==> src/rtl/pis_pkg.sv <==
// pis_pkg: field widths, stream packing constants and the control struct
// shared by the phasor datapath and its top level
// no dependencies
`timescale 1ns / 1ps

package pis_pkg;

  // fixed field widths of the request and result items
  localparam int CH_W       = 4;
  localparam int INC_W      = 26;
  localparam int SYNC_W     = 26;
  localparam int OFF_W      = 28;
  localparam int PH_OUT_W   = 25;

  // stream packing
  localparam int IN_DATA_W  = 80;
  localparam int IN_USER_W  = 8;
  localparam int OUT_DATA_W = 32;

  localparam int INC_LSB    = 0;
  localparam int SYNC_LSB   = INC_LSB + INC_W;
  localparam int OFF_LSB    = SYNC_LSB + SYNC_W;

  // per-request control flags handed to the datapath
  typedef struct packed {
    logic soft_en;  // soft sync mode captured with the request
    logic synced;   // sync value in (0, 1]
    logic dir;      // stored direction, 1 = reverse
    logic inc_neg;  // increment below zero, wrap end at 0
  } pis_ctl_t;

endpackage

==> src/rtl/pis_core.sv <==
// pis_core: combinational phase update for one request
// offset fold, sync handling, wrap and impulse, next stored phase
// depends on pis_pkg
`timescale 1ns / 1ps

module pis_core #(
  parameter int FRAC_BITS = 24,
  parameter int CW        = 30,
  parameter int PW        = 27
) (
  input  pis_pkg::pis_ctl_t                ctl,
  input  logic signed [CW-1:0]             inc_clip,
  input  logic signed [CW-1:0]             trig,
  input  logic signed [pis_pkg::OFF_W-1:0] cur_offset,
  input  logic signed [pis_pkg::OFF_W-1:0] last_offset,
  input  logic signed [PW-1:0]             phase,
  output logic [pis_pkg::PH_OUT_W-1:0]     phase_out,
  output logic                             impulse,
  output logic signed [PW-1:0]             phase_nxt,
  output logic                             dir_nxt
);
  import pis_pkg::*;

  localparam logic signed [CW-1:0] OneVal =
    {{(CW-FRAC_BITS-1){1'b0}}, 1'b1, {FRAC_BITS{1'b0}}};
  localparam logic signed [CW-1:0] FracMask = OneVal - CW'(1);

  logic signed [CW-1:0] dev;
  logic signed [CW-1:0] dev_m;
  logic signed [CW-1:0] dev_f;
  logic signed [CW-1:0] step;
  logic signed [CW-1:0] p0;
  logic signed [CW-1:0] p_sum;
  logic signed [CW-1:0] p_adj;
  logic signed [CW-1:0] p_mod;
  logic signed [CW-1:0] p_wr;
  logic                 imp;

  // offset change folded into (-1, 1) by truncating remainder
  always_comb begin
    dev   = CW'(cur_offset) - CW'(last_offset);
    dev_m = dev & FracMask;
    if (dev[CW-1] && (dev_m != '0)) begin
      dev_f = dev_m | ~FracMask;
    end else begin
      dev_f = dev_m;
    end
  end

  // step follows the direction held before this request's sync
  always_comb begin
    if (ctl.soft_en && ctl.dir) begin
      step = -inc_clip;
    end else begin
      step = inc_clip;
    end
  end

  // sync, offset shift and wrap at the end chosen by the increment sign
  always_comb begin
    if (ctl.synced && !ctl.soft_en) begin
      p0 = trig;
    end else begin
      p0 = CW'(phase);
    end
    p_sum = p0 + dev_f;
    p_adj = p0;
    p_mod = '0;
    p_wr  = '0;
    imp   = 1'b0;
    if (!ctl.inc_neg) begin
      if (!ctl.synced) begin
        if ((dev_f != '0) && (p_sum <= CW'(0))) begin
          p_adj = p_sum + OneVal;
        end else begin
          p_adj = p_sum;
        end
      end
      imp   = (p_adj >= OneVal);
      p_mod = p_adj & FracMask;
      p_wr  = p_mod;
    end else begin
      if (ctl.synced) begin
        if (p0 == OneVal) begin
          p_adj = '0;
        end
      end else if (p_sum >= OneVal) begin
        p_adj = p_sum - OneVal;
      end else begin
        p_adj = p_sum;
      end
      imp   = (p_adj <= CW'(0));
      p_mod = p_adj & FracMask;
      if (p_mod == '0) begin
        p_wr = OneVal;
      end else begin
        p_wr = p_mod;
      end
    end
  end

  // results and next state
  assign phase_out = p_wr[PH_OUT_W-1:0];
  assign impulse   = imp;
  assign phase_nxt = PW'(p_wr + step);
  assign dir_nxt   = ctl.dir ^ (ctl.synced && ctl.soft_en);

endmodule

==> src/rtl/phasor_impulse_with_sync.sv <==
// phasor_impulse_with_sync: multichannel phasor top level with state memory
// stream ports, clearing sweep, request and result registers
// depends on pis_pkg and pis_core
`timescale 1ns / 1ps

// Multichannel phasor with an impulse on wrap and hard or soft sync. Each
// request carries a channel (in_tuser) and an increment, a sync value and a
// phase offset (in_tdata); each request gives exactly one result, the
// wrapped phase and the impulse flag. A request can be taken in every cycle,
// also back to back on one channel: the per-channel state lives in a
// NUM_CHANNELS-deep memory with a registered read, and the state that the
// request ahead writes is forwarded, so the rate is one request per cycle
// while the result stream is not stalled; a result passes the request
// register, then the result register, held there while out_tready is low. After
// reset the state memory is cleared channel by channel, during which in_tready
// stays low; configuration writes are taken at any time and should be made
// only while the block is idle. A channel at or above NUM_CHANNELS gives a
// zero result and leaves all state alone.

module phasor_impulse_with_sync #(
  parameter int NUM_CHANNELS = 16,
  parameter int FRAC_BITS    = 24
) (
  input  logic                              clk,
  input  logic                              rst_n,
  // configuration: soft_sync in bit 0
  input  logic                              cfg_valid,
  output logic                              cfg_ready,
  input  logic                              cfg_data,
  // request stream
  input  logic                              in_tvalid,
  output logic                              in_tready,
  // in_tdata: increment [25:0], sync_value [51:26], offset [79:52]
  input  logic [pis_pkg::IN_DATA_W-1:0]     in_tdata,
  // in_tuser: channel [3:0], zeros above
  input  logic [pis_pkg::IN_USER_W-1:0]     in_tuser,
  // result stream
  output logic                              out_tvalid,
  input  logic                              out_tready,
  // out_tdata: phase_out [24:0], impulse [25], zeros above
  output logic [pis_pkg::OUT_DATA_W-1:0]    out_tdata
);
  import pis_pkg::*;

  localparam int AW = (NUM_CHANNELS > 1) ? $clog2(NUM_CHANNELS) : 1;
  localparam int PW = FRAC_BITS + 3;
  localparam int CW = (FRAC_BITS + 4 > 30) ? FRAC_BITS + 4 : 30;
  localparam int MW = 1 + OFF_W + PW;
  localparam logic signed [CW-1:0] OneVal =
    {{(CW-FRAC_BITS-1){1'b0}}, 1'b1, {FRAC_BITS{1'b0}}};

  // state word: direction, last offset, phase
  typedef struct packed {
    logic                    dir;
    logic signed [OFF_W-1:0] off;
    logic signed [PW-1:0]    phase;
  } pis_state_t;

  logic                    soft_sync_r;
  logic                    clearing_r;
  logic [AW-1:0]           clr_cnt_r;

  logic                    s1_v_r;
  logic                    s1_in_range_r;
  logic [AW-1:0]           s1_idx_r;
  logic                    s1_soft_r;
  logic                    s1_synced_r;
  logic                    s1_inc_neg_r;
  logic signed [CW-1:0]    s1_inc_r;
  logic signed [CW-1:0]    s1_trig_r;
  logic signed [OFF_W-1:0] s1_off_r;
  pis_state_t              rd_r;

  logic                    out_v_r;
  logic [PH_OUT_W-1:0]     out_phase_r;
  logic                    out_imp_r;

  logic [MW-1:0]           state_mem_r [NUM_CHANNELS];

  logic                    in_fire;
  logic                    advance;
  logic [31:0]             ch_ext;
  logic                    in_range;
  logic [AW-1:0]           in_idx;
  logic signed [CW-1:0]    inc_s;
  logic signed [CW-1:0]    inc_clip;
  logic signed [CW-1:0]    sync_s;
  logic                    synced;

  pis_ctl_t                ctl;
  logic [PH_OUT_W-1:0]     core_phase;
  logic                    core_imp;
  logic signed [PW-1:0]    core_phase_nxt;
  logic                    core_dir_nxt;

  logic                    upd_en;
  logic                    wr_en;
  logic [AW-1:0]           wr_idx;
  pis_state_t              upd_word;
  logic [MW-1:0]           wr_word;
  logic                    bypass;

  // handshakes
  assign cfg_ready  = 1'b1;
  assign advance    = !out_v_r || out_tready;
  assign in_tready  = !clearing_r && (!s1_v_r || advance);
  assign in_fire    = in_tvalid && in_tready;
  assign out_tvalid = out_v_r;
  assign out_tdata  = {{(OUT_DATA_W-PH_OUT_W-1){1'b0}}, out_imp_r, out_phase_r};

  // request decode: channel range, increment clip, sync window
  always_comb begin
    ch_ext   = 32'(in_tuser[CH_W-1:0]);
    in_range = (ch_ext < 32'(NUM_CHANNELS));
    in_idx   = in_range ? ch_ext[AW-1:0] : '0;
    inc_s    = CW'($signed(in_tdata[INC_LSB +: INC_W]));
    sync_s   = CW'($signed(in_tdata[SYNC_LSB +: SYNC_W]));
    if (inc_s > OneVal) begin
      inc_clip = OneVal;
    end else if (inc_s < -OneVal) begin
      inc_clip = -OneVal;
    end else begin
      inc_clip = inc_s;
    end
    synced = (sync_s > CW'(0)) && (sync_s <= OneVal);
  end

  // configuration register
  always_ff @(posedge clk) begin
    if (!rst_n) begin
      soft_sync_r <= 1'b0;
    end else if (cfg_valid && cfg_ready) begin
      soft_sync_r <= cfg_data;
    end
  end

  // clearing sweep over the state memory after reset
  always_ff @(posedge clk) begin
    if (!rst_n) begin
      clearing_r <= 1'b1;
      clr_cnt_r  <= '0;
    end else if (clearing_r) begin
      if (clr_cnt_r == AW'(NUM_CHANNELS - 1)) begin
        clearing_r <= 1'b0;
      end else begin
        clr_cnt_r <= clr_cnt_r + AW'(1);
      end
    end
  end

  // request register control
  always_ff @(posedge clk) begin
    if (!rst_n) begin
      s1_v_r <= 1'b0;
    end else if (in_tready) begin
      s1_v_r <= in_fire;
    end
  end

  // request register payload
  always_ff @(posedge clk) begin
    if (in_fire) begin
      s1_in_range_r <= in_range;
      s1_idx_r      <= in_idx;
      s1_soft_r     <= soft_sync_r;
      s1_synced_r   <= synced;
      s1_inc_neg_r  <= inc_s[CW-1];
      s1_inc_r      <= inc_clip;
      s1_trig_r     <= sync_s;
      s1_off_r      <= $signed(in_tdata[OFF_LSB +: OFF_W]);
    end
  end

  // datapath
  always_comb begin
    ctl.soft_en = s1_soft_r;
    ctl.synced  = s1_synced_r;
    ctl.dir     = rd_r.dir;
    ctl.inc_neg = s1_inc_neg_r;
  end

  pis_core #(
    .FRAC_BITS (FRAC_BITS),
    .CW        (CW),
    .PW        (PW)
  ) u_core (
    .ctl          (ctl),
    .inc_clip     (s1_inc_r),
    .trig         (s1_trig_r),
    .cur_offset   (s1_off_r),
    .last_offset  (rd_r.off),
    .phase        (rd_r.phase),
    .phase_out    (core_phase),
    .impulse      (core_imp),
    .phase_nxt    (core_phase_nxt),
    .dir_nxt      (core_dir_nxt)
  );

  // state write port: clearing sweep or write-back of the advancing request
  always_comb begin
    upd_word.dir   = core_dir_nxt;
    upd_word.off   = s1_off_r;
    upd_word.phase = core_phase_nxt;
    upd_en         = s1_v_r && advance && s1_in_range_r;
    wr_en          = clearing_r || upd_en;
    wr_idx         = clearing_r ? clr_cnt_r : s1_idx_r;
    wr_word        = clearing_r ? '0 : upd_word;
    bypass         = upd_en && (s1_idx_r == in_idx);
  end

  // state memory write
  always_ff @(posedge clk) begin
    if (wr_en) begin
      state_mem_r[wr_idx] <= wr_word;
    end
  end

  // state memory read, forwarding the write of the same edge
  always_ff @(posedge clk) begin
    if (in_fire) begin
      if (bypass) begin
        rd_r <= upd_word;
      end else begin
        rd_r <= state_mem_r[in_idx];
      end
    end
  end

  // result register control
  always_ff @(posedge clk) begin
    if (!rst_n) begin
      out_v_r <= 1'b0;
    end else if (advance) begin
      out_v_r <= s1_v_r;
    end
  end

  // result register payload, zero for a channel out of range
  always_ff @(posedge clk) begin
    if (advance && s1_v_r) begin
      out_phase_r <= s1_in_range_r ? core_phase : '0;
      out_imp_r   <= s1_in_range_r && core_imp;
    end
  end

endmodule

==> config.mk <==
export PLATFORM = sky130hd
export DESIGN_NAME = phasor_impulse_with_sync
export DESIGN_NICKNAME = d
export VERILOG_FILES = /design/src/rtl/pis_pkg.sv /design/src/rtl/pis_core.sv /design/src/rtl/phasor_impulse_with_sync.sv
export SDC_FILE = /design/constraint.sdc
export NUM_CORES = 1
export LEC_CHECK = 0
export BUFFER_PORTS_ARGS = -buffer_cell sky130_fd_sc_hd__buf_4
export CAP_MARGIN = 20
export CELL_PAD_IN_SITES_DETAIL_PLACEMENT = 1
export CELL_PAD_IN_SITES_GLOBAL_PLACEMENT = 1
export CORE_MARGIN = 8
export CORE_UTILIZATION = 25
export CTS_CLUSTER_SIZE = 10
export DETAILED_ROUTE_END_ITERATION = 8
export GPL_TIMING_DRIVEN = 1
export MAX_ROUTING_LAYER = met4
export PLACE_DENSITY_LB_ADDON = 0.1
export RECOVER_POWER = 100
export SLEW_MARGIN = 20
export SYNTH_ARGS = -nofsm -noshare
export SYNTH_HDL_FRONTEND = slang
export SYNTH_HIERARCHICAL = 1
export SYNTH_SLANG_ARGS = --single-unit
==> constraint.sdc <==
create_clock -name clk -period 16.6 [get_ports clk]
set_input_delay 0.83 -clock clk [delete_from_list [all_inputs] [get_ports clk]]
set_output_delay 0.83 -clock clk [all_outputs]
set_load 0.1 [all_outputs]
==> summary.txt, run 1 <==
STA
  • # setup viols final: 0
  • TNS Setup: 0 ps
  • Clock Skews: 31.9 ps
  • Final period utilization: 68.0%
  • RSZ-0062 raised after global routing: no
  • Max Fclk: 88.5 MHz
  • Normalized max-slew margin: -504%
  • Max-slew violation count: 1475
  • Final Hold Fails: 0
  • Tightest Pin Transition: 9060 ps
  • Clock period minus worst slack: 11300 ps

Floorplanning
  • Starting Density: 25.2%
  • Die X: 451 µm
  • Row count: 159
  • IO Count: 129
  • CORE AREA: 0.188 mm²
  • Full die area: 0.204 mm²
  • DIE HEIGHT: 451 µm

Logic synthesis
  • Synth unique cells: 98
  • Top cell type's share of synthesized area: 67.5%
  • Leading area contributor after synthesis: edfxtp_1
  • Main synth FF type: edfxtp_1
  • Post-Syn Area: 0.0474 mm²
  • Synthesized area per cell: 16.7 µm²
  • Synth Instances: 2842
  • Synth Warn #: 6
  • Yosys reg bits: 1073
  • Sequential-to-total area share from yosys stat: 67.9%
  • Synth area leaders: edfxtp_1, mux4_2, ha_1, a22oi_1, nand2_1
  • Post-synth EDFFs: 1065
  • Async S/R FF share, synth: 0%

Setup path
  • CP arrival: 11790 ps
  • Slowest stage cell, crit path: clkbuf_1
  • Worst reg2reg endpoint: rd_r[20]
  • Crit-path cells: clkbuf_1, clkbuf_1, clkbuf_1, mux4_2, a22oi_1, nand2_1, mux2_2
  • Critical register-to-register path startpoint: s1_synced_r
  • Max Fanout on Critical Path: 61
  • Type of origin of the critical path: input pin
  • Max incr delay on CP: 3870 ps
  • Most frequent CP cell: clkbuf_1
  • CP Data Required Time: 17100 ps
  • Worst reg-to-reg path cell count: 22
  • Nature of the critical path endpoint: register
  • Setup Crit Path Kind: in -> reg
  • Reg2reg setup slack: 5390 ps
  • CP bufs+invs: 3
  • Crit path max-delay family: buffers and inverters

Route
  • Remaining DRCs: 0
  • Detailed-route via count: 26800
  • DR WL met3: 4.44 mm
  • Uppermost layer routed: met4
  • Initial drt markers: 1861
  • Initial DRT Pass Iterations: 5
  • WL met2: 81.2 mm
  • WL/cell: 28.6 µm
  • Antenna-violating nets left: 0
  • Total wire length: 160 mm
  • DRT met1 WL: 70.6 mm
  • Post-DR vias/cell: 4.77

Clock tree
  • Max clock buf depth: 3
  • Maximum level of the CTS H-tree: 4
  • Clock latency on the worst-skew pair: 780 ps
  • Setup Fix Bufs, Post-CTS: 0
  • Number of hold buffers added after cts: 0
  • Post-cts gate resize count: 0
  • CTS buffer count: 136
  • Clk slew on worst S/H paths: 60 ps
  • CTS Sinks: 1073
  • Root cell of the clock tree: clkbuf_16
  • CTS tree: built

Placed design
  • PortBufs: 117
  • DP HPWL: 98.7 mm
  • Final estimated routing congestion in global placement: 0.820

Final layout
  • Area grow syn2layout: 15.7%
  • Final Util: 29.2%
  • Commonest non-fill, non-tap cell in the layout: edfxtp_1
  • Fillers: 19500
  • Most frequent cells in the layout: edfxtp_1, mux4_2, nand2_1
  • Fin nets: 3222
  • Fraction of layout instances using a drive strength above 1: 17.9%

Power and ir drop
  • Pwr Density: 109 mW/mm²
  • Switching Share: 21.6%
  • Worst IR Drop VDD: 103 µV
  • Comb power frac: 4.1%
  • P_int: 4.68 mW
  • Leakage Power: 18.7 nW
  • Clock share of power: 45.4%
  • Switching power: 1.29 mW
  • Sequential share of power: 50.5%

GRT
  • First-pass GRT wire length: 224 mm
  • Number of global-route vias before repair: 29100
  • Total gr overflow: 0
  • Initial antenna violation count: 11
  • Gr usage total: 15.8%
  • Largest net degree at the start of global routing: 126

Hold path
  • Hold Path Sink: s1_off_r[4]
  • HP Start: in_tdata[56]
  • Hold path depth: 1
  • Worst hold path class: in -> reg

Outcome
  • Failing checks: max-capacitance violations, max-slew violations
  • Outcome: finished, violations left

Run
  • Max cap viols: 50
-- Yosys cell counts, types with 10 or more instances --
cell type and instances:
edfxtp_1 1065, mux4_2 224, nand2_1 211, a22oi_1 113
nor2_1 102, ha_1 88, inv_1 79, a21oi_1 75
nor2b_1 75, clkbuf_1 71, mux2_2 64, xnor2_1 53
o21ai_0 50, and2_1 46, nand3_1 41, nor3_1 39
xor2_1 35, buf_2 27, nor4_1 27, a21o_1 23
buf_6 23, and3_1 19, a211oi_1 16, o31ai_1 16
a31oi_1 15, buf_4 14, mux2i_1 14, o21a_1 13
nand4_1 11, or3_1 11, nand2b_1 10
-- layout make-up --
class                      count  area, µm²  area share (%)
sequential                  1073      32100            58.6
multi-input combinational   1556      14300            26.0
timing repair buffer         190        991            1.81
tap                         2495       3120            5.70
antenna                        6       15.0          0.0274
clock inverter                37        305           0.557
inverter                      80        300           0.548
clock buffer                 180       3660            6.68
-- registers in the layout, summed over array words and instances, names as in the netlist, 4 cells and up --
register,flops
s1_idx_r,4
out_phase_r,25
rd_r,55
state_mem_r,896
s1_trig_r,26
s1_off_r,28
clr_cnt_r,4
s1_inc_r,26
-- logic make-up after synthesis --
kind of cell / Yosys count / synth area share (%)
compound gates: 421 / 6.31
xor+xnor: 89 / 1.66
fa+ha+maj: 91 / 2.45
buf+inv: 218 / 2.27
flops: 1073 / 67.9
mux: 302 / 12.5
other cells: 2 / 0.0159
simple gates: 646 / 6.94
-- layer usage --
layer	up-vias	global-route usage, %
met2	472	27.3
li1	11800	-
met5	-	-
met3	219	2.13
met1	14400	19.6
met4	0	4.01
-- worst max-delay path by stage --
| stage | startpoint | end | depth (start not counted) |
|---|---|---|---|
| finish | in_tuser[0] | rd_r[44] | 7 |
| detailed placement | s1_off_r[0] | rd_r[26] | 26 |
| global placement | s1_off_r[0] | rd_r[26] | 29 |
| global route | in_tuser[0] | rd_r[44] | 7 |
| CTS | s1_off_r[0] | rd_r[26] | 26 |
| floorplan | s1_off_r[0] | rd_r[26] | 28 |
-- stage by stage --
step	power, mW	area [µm²]	hold slack (ps)	setup slack (ps)	instances
finish	5.97	54800	263	5300	5617
global route	6.17	54800	215	3630	5615
CTS	6.07	55300	163	7710	5611
detailed placement	3.32	51400	539	7740	5394
global placement	3.32	51300	506	7820	5393
floorplan	3.21	47400	408	9960	2847
-- power by group through the flow --
| stage | combinational, mW | clock [mW] | sequential (mW) |
|---|---|---|---|
| 2_1_floorplan | 0.147 | 0 | 3.06 |
| 3_3_place_gp | 0.258 | 0 | 3.06 |
| 3_5_place_dp | 0.259 | 0 | 3.07 |
| 4_1_cts | 0.260 | 2.80 | 3.01 |
| 5_1_grt | 0.263 | 2.89 | 3.02 |
| 6_report | 0.245 | 2.71 | 3.01 |
Note: power is estimated with default switching activity, not from simulation.
==> run 2: changes to the inputs <==
--- a/config.mk
+++ b/config.mk
@@ -5,6 +5,7 @@
 export SDC_FILE = /design/constraint.sdc
 export NUM_CORES = 1
 export LEC_CHECK = 0
+export ABC_AREA = 1
 export BUFFER_PORTS_ARGS = -buffer_cell sky130_fd_sc_hd__buf_4
 export CAP_MARGIN = 20
 export CELL_PAD_IN_SITES_DETAIL_PLACEMENT = 1
==> constraint.sdc (replaced) <==
create_clock -name clk -period 11.63 [get_ports clk]
set_input_delay 0.5815 -clock clk [delete_from_list [all_inputs] [get_ports clk]]
set_output_delay 0.5815 -clock clk [all_outputs]
set_load 0.1 [all_outputs]
==> run 2 against run 1 <==
  * The run still ends with max-capacitance violations, max-slew violations left
  * Combinational power grew 110%
  * Synthesized cell count increased by 91%
  * Sequential share of layout area fell by 5.0 points
  * Critical path type is now reg -> reg
  * Critical endpoint is now state_mem_r[9][21]
==> summary.txt, run 2 <==
Setup path
  • Worst reg-to-reg path cell count: 28 (+27%)
  • Critical Path Sink: state_mem_r[9][21]
  • Type of origin of the critical path: register
  • CP arrival: 9440 ps (-2350 ps)
  • Nature of the critical path endpoint: register
  • Slowest stage cell, crit path: nor2_1
  • Critical register-to-register path startpoint: s1_synced_r
  • Max incr delay on CP: 1390 ps (-2480 ps)
  • Max Fanout on Critical Path: 31 (-49%)
  • Worst setup startpoint: s1_synced_r
  • Worst reg2reg endpoint: state_mem_r[9][21]
  • Setup Crit Path Kind: reg -> reg
  • Reg2reg setup slack: 2510 ps (-2880 ps)
  • CP Data Required Time: 11940 ps (-5160 ps)

Power and ir drop
  • P_int: 6.70 mW (+43%)
  • Sequential share of power: 48.7% (-1.8 points)
  • Pwr Density: 147 mW/mm² (+35%)
  • Switching Share: 24.1% (+2.4 points)
  • Switching power: 2.13 mW (+65%)
  • Clock share of power: 45.4% (about the same)
  • Worst IR Drop VDD: 111 µV (+7.5%)
  • Comb power frac: 5.9% (+1.8 points)
  • Leakage Power: 25.2 nW (+35%)

Clock tree
  • CTS buffer count: 138 (+1.5%)
  • Max clock buf depth: 3 (unchanged)
  • Post-cts gate resize count: 0 (unchanged)
  • CTS Sinks: 1073 (unchanged)
  • Maximum level of the CTS H-tree: 4 (unchanged)
  • Number of hold buffers added after cts: 58 (+58)
  • Root cell of the clock tree: clkbuf_16
  • Clock latency on the worst-skew pair: 800 ps (+20 ps)
  • Clk slew on worst S/H paths: 50 ps (about the same)
  • CTS tree: built
  • Setup Fix Bufs, Post-CTS: 0 (unchanged)

Hold path
  • Worst hold path class: in -> reg
  • HP Start: out_tready

Route
  • Detailed-route via count: 37900 (+41%)
  • Remaining DRCs: 0 (unchanged)
  • WL/cell: 22.7 µm (-21%)
  • Antenna-violating nets left: 0 (unchanged)
  • Initial DRT Pass Iterations: 5 (unchanged)
  • Initial drt markers: 2265 (+22%)
  • Total wire length: 190 mm (+19%)
  • Post-DR vias/cell: 4.51 (-5.5%)

Logic synthesis
  • Post-synth EDFFs: 1065 (unchanged)
  • Async S/R FF share, synth: 0% (unchanged)
  • Synth Instances: 5427 (+91%)
  • Synth unique cells: 46 (-53%)
  • Most frequent cell after synthesis: nand2_1
  • Leading area contributor after synthesis: edfxtp_1
  • Post-Syn Area: 0.0517 mm² (+9.1%)
  • Commonest cells in the netlist: nand2_1, edfxtp_1, inv_1, nand3_1, nor2_1
  • Synthesized area per cell: 9.52 µm² (-43%)
  • Sequential-to-total area share from yosys stat: 62.2% (-5.7 points)
  • Synth Warn #: 6 (unchanged)
  • Top cell type's share of synthesized area: 61.9% (-5.6 points)
  • Yosys reg bits: 1073 (unchanged)
  • Main synth FF type: edfxtp_1
  • Synth area leaders: edfxtp_1, nand2_1, nand3_1, inv_1, ha_1

Final layout
  • Final Util: 29.1% (-0.10 points)
  • Most frequent cells in the layout: nand2_1, edfxtp_1, inv_1
  • Commonest non-fill, non-tap cell in the layout: nand2_1
  • Fraction of layout instances using a drive strength above 1: 5.47% (-12 points)
  • Largest regs: state_mem_r: 896 flops, rd_r: 55 flops, s1_off_r: 28 flops
  • Area grow syn2layout: 16.0%
  • Fin nets: 5783 (+79%)
  • Largest register FFs: 896 (unchanged)
  • Reg with most FFs: state_mem_r

STA
  • Clock period minus worst slack: 9120 ps
  • # setup viols final: 0 (unchanged)
  • TNS Setup: 0 ps (unchanged)
  • Tightest Pin Transition: 4290 ps (-4780 ps)
  • Max-slew violation count: 1551 (+5.2%)
  • Final Hold Fails: 0 (unchanged)
  • Max Fclk: 110 MHz
  • Normalized max-slew margin: -186% (+320 points)
  • Final period utilization: 78.4%
  • RSZ-0062 raised after global routing: no
  • Clock Skews: 31.1 ps (-0.871 ps)

Outcome
  • Failing checks: max-capacitance violations, max-slew violations
  • Outcome: finished, violations left

Placed design
  • Final estimated routing congestion in global placement: 0.847 (+3.3%)
  • PortBufs: 117 (unchanged)
  • DP HPWL: 117 mm (+19%)

Floorplanning
  • IO Count: 129 (unchanged)
  • DIE HEIGHT: 471 µm (+4.3%)
  • Die X: 471 µm (+4.3%)
  • Row count: 167 (+5.0%)
  • CORE AREA: 0.206 mm² (+9.7%)
  • Starting Density: 25.0% (-0.14 points)
  • Full die area: 0.221 mm² (+8.8%)

GRT
  • Gr usage total: 17.3% (+1.5 points)
  • Number of global-route vias before repair: 38800 (+34%)
  • Initial antenna violation count: 21 (+10)
  • First-pass GRT wire length: 276 mm (+23%)
  • Total gr overflow: 0 (unchanged)
  • Largest net degree at the start of global routing: 147 (+17%)

Run
  • Max cap viols: 57 (+14%)
[run 2: power by group through the flow]
stage               Sequential, mW  Combinational [mW]  Clock (mW)
floorplan                     4.37               0.295           0
global placement              4.37               0.531           0
detailed placement            4.37               0.534           0
CTS                           4.29               0.552        4.16
global route                  4.30               0.579        4.29
finish                        4.30               0.523        4.01
[run 2: worst max-delay path, delay by kind of cell, from the launching register on]
family                   cells  cell delay, ps
AND/OR/NAND/NOR             10            3040
buffers and inverters        6            1830
AO/OA/AOI/OAI                7            1770
adder cells (fa/ha/maj)      3            1170
XOR/XNOR                     2             400
flip-flops                   1             360
[run 2: metrics by stage]
step                power (mW)  cell area, µm²  instances  hold slack [ps]  worst slack, ps
global route              9.17           59900       8396             74.5             1760
global placement          4.90           55800       8101              468             3850
CTS                       9.01           60600       8393             21.2             3710
finish                    8.83           59900       8398              108             2510
floorplan                 4.67           51700       5432              403             6240
detailed placement        4.90           55800       8103              484             3740
[run 2: worst min-delay path by stage]
| stage | to | depth (start not counted) |
|---|---|---|
| 2_1_floorplan | s1_soft_r | 0 |
| 3_3_place_gp | s1_v_r | 2 |
| 3_5_place_dp | s1_v_r | 2 |
| 4_1_cts | out_tvalid | 4 |
| 5_1_grt | s1_inc_r[24] | 3 |
| 6_report | out_tvalid | 4 |
[run 2: area by class of cell]
| class | instances | area [µm²] |
|---|---|---|
| diodes | 4 | 10.0 |
| clock buffers | 182 | 3620 |
| clock inverters | 50 | 543 |
| fillers | 23400 | 146000 |
| inverters | 824 | 3120 |
| multi-input cells | 3296 | 15400 |
| flip-flops and latches | 1073 | 32100 |
| well taps | 2704 | 3380 |
| repair buffers | 265 | 1710 |
[run 2: kinds of logic after synthesis]
kind of cell,after synthesis,synth area share [%]
fa+ha+maj,91,2.25
simple gates,2916,23.9
compound gates,206,2.17
buf+inv,1063,8.08
other cells,2,0.0145
flops,1073,62.2
mux,8,0.155
xor+xnor,68,1.18
[run 2: metal layers]
metal	vias up	GRT usage, %	routed length [µm]
met2	590	26.8	85600
met3	193	2.52	6940
met4	0	3.79	3580
li1	18100	-	-
met5	-	-	0
met1	18900	24.2	94200
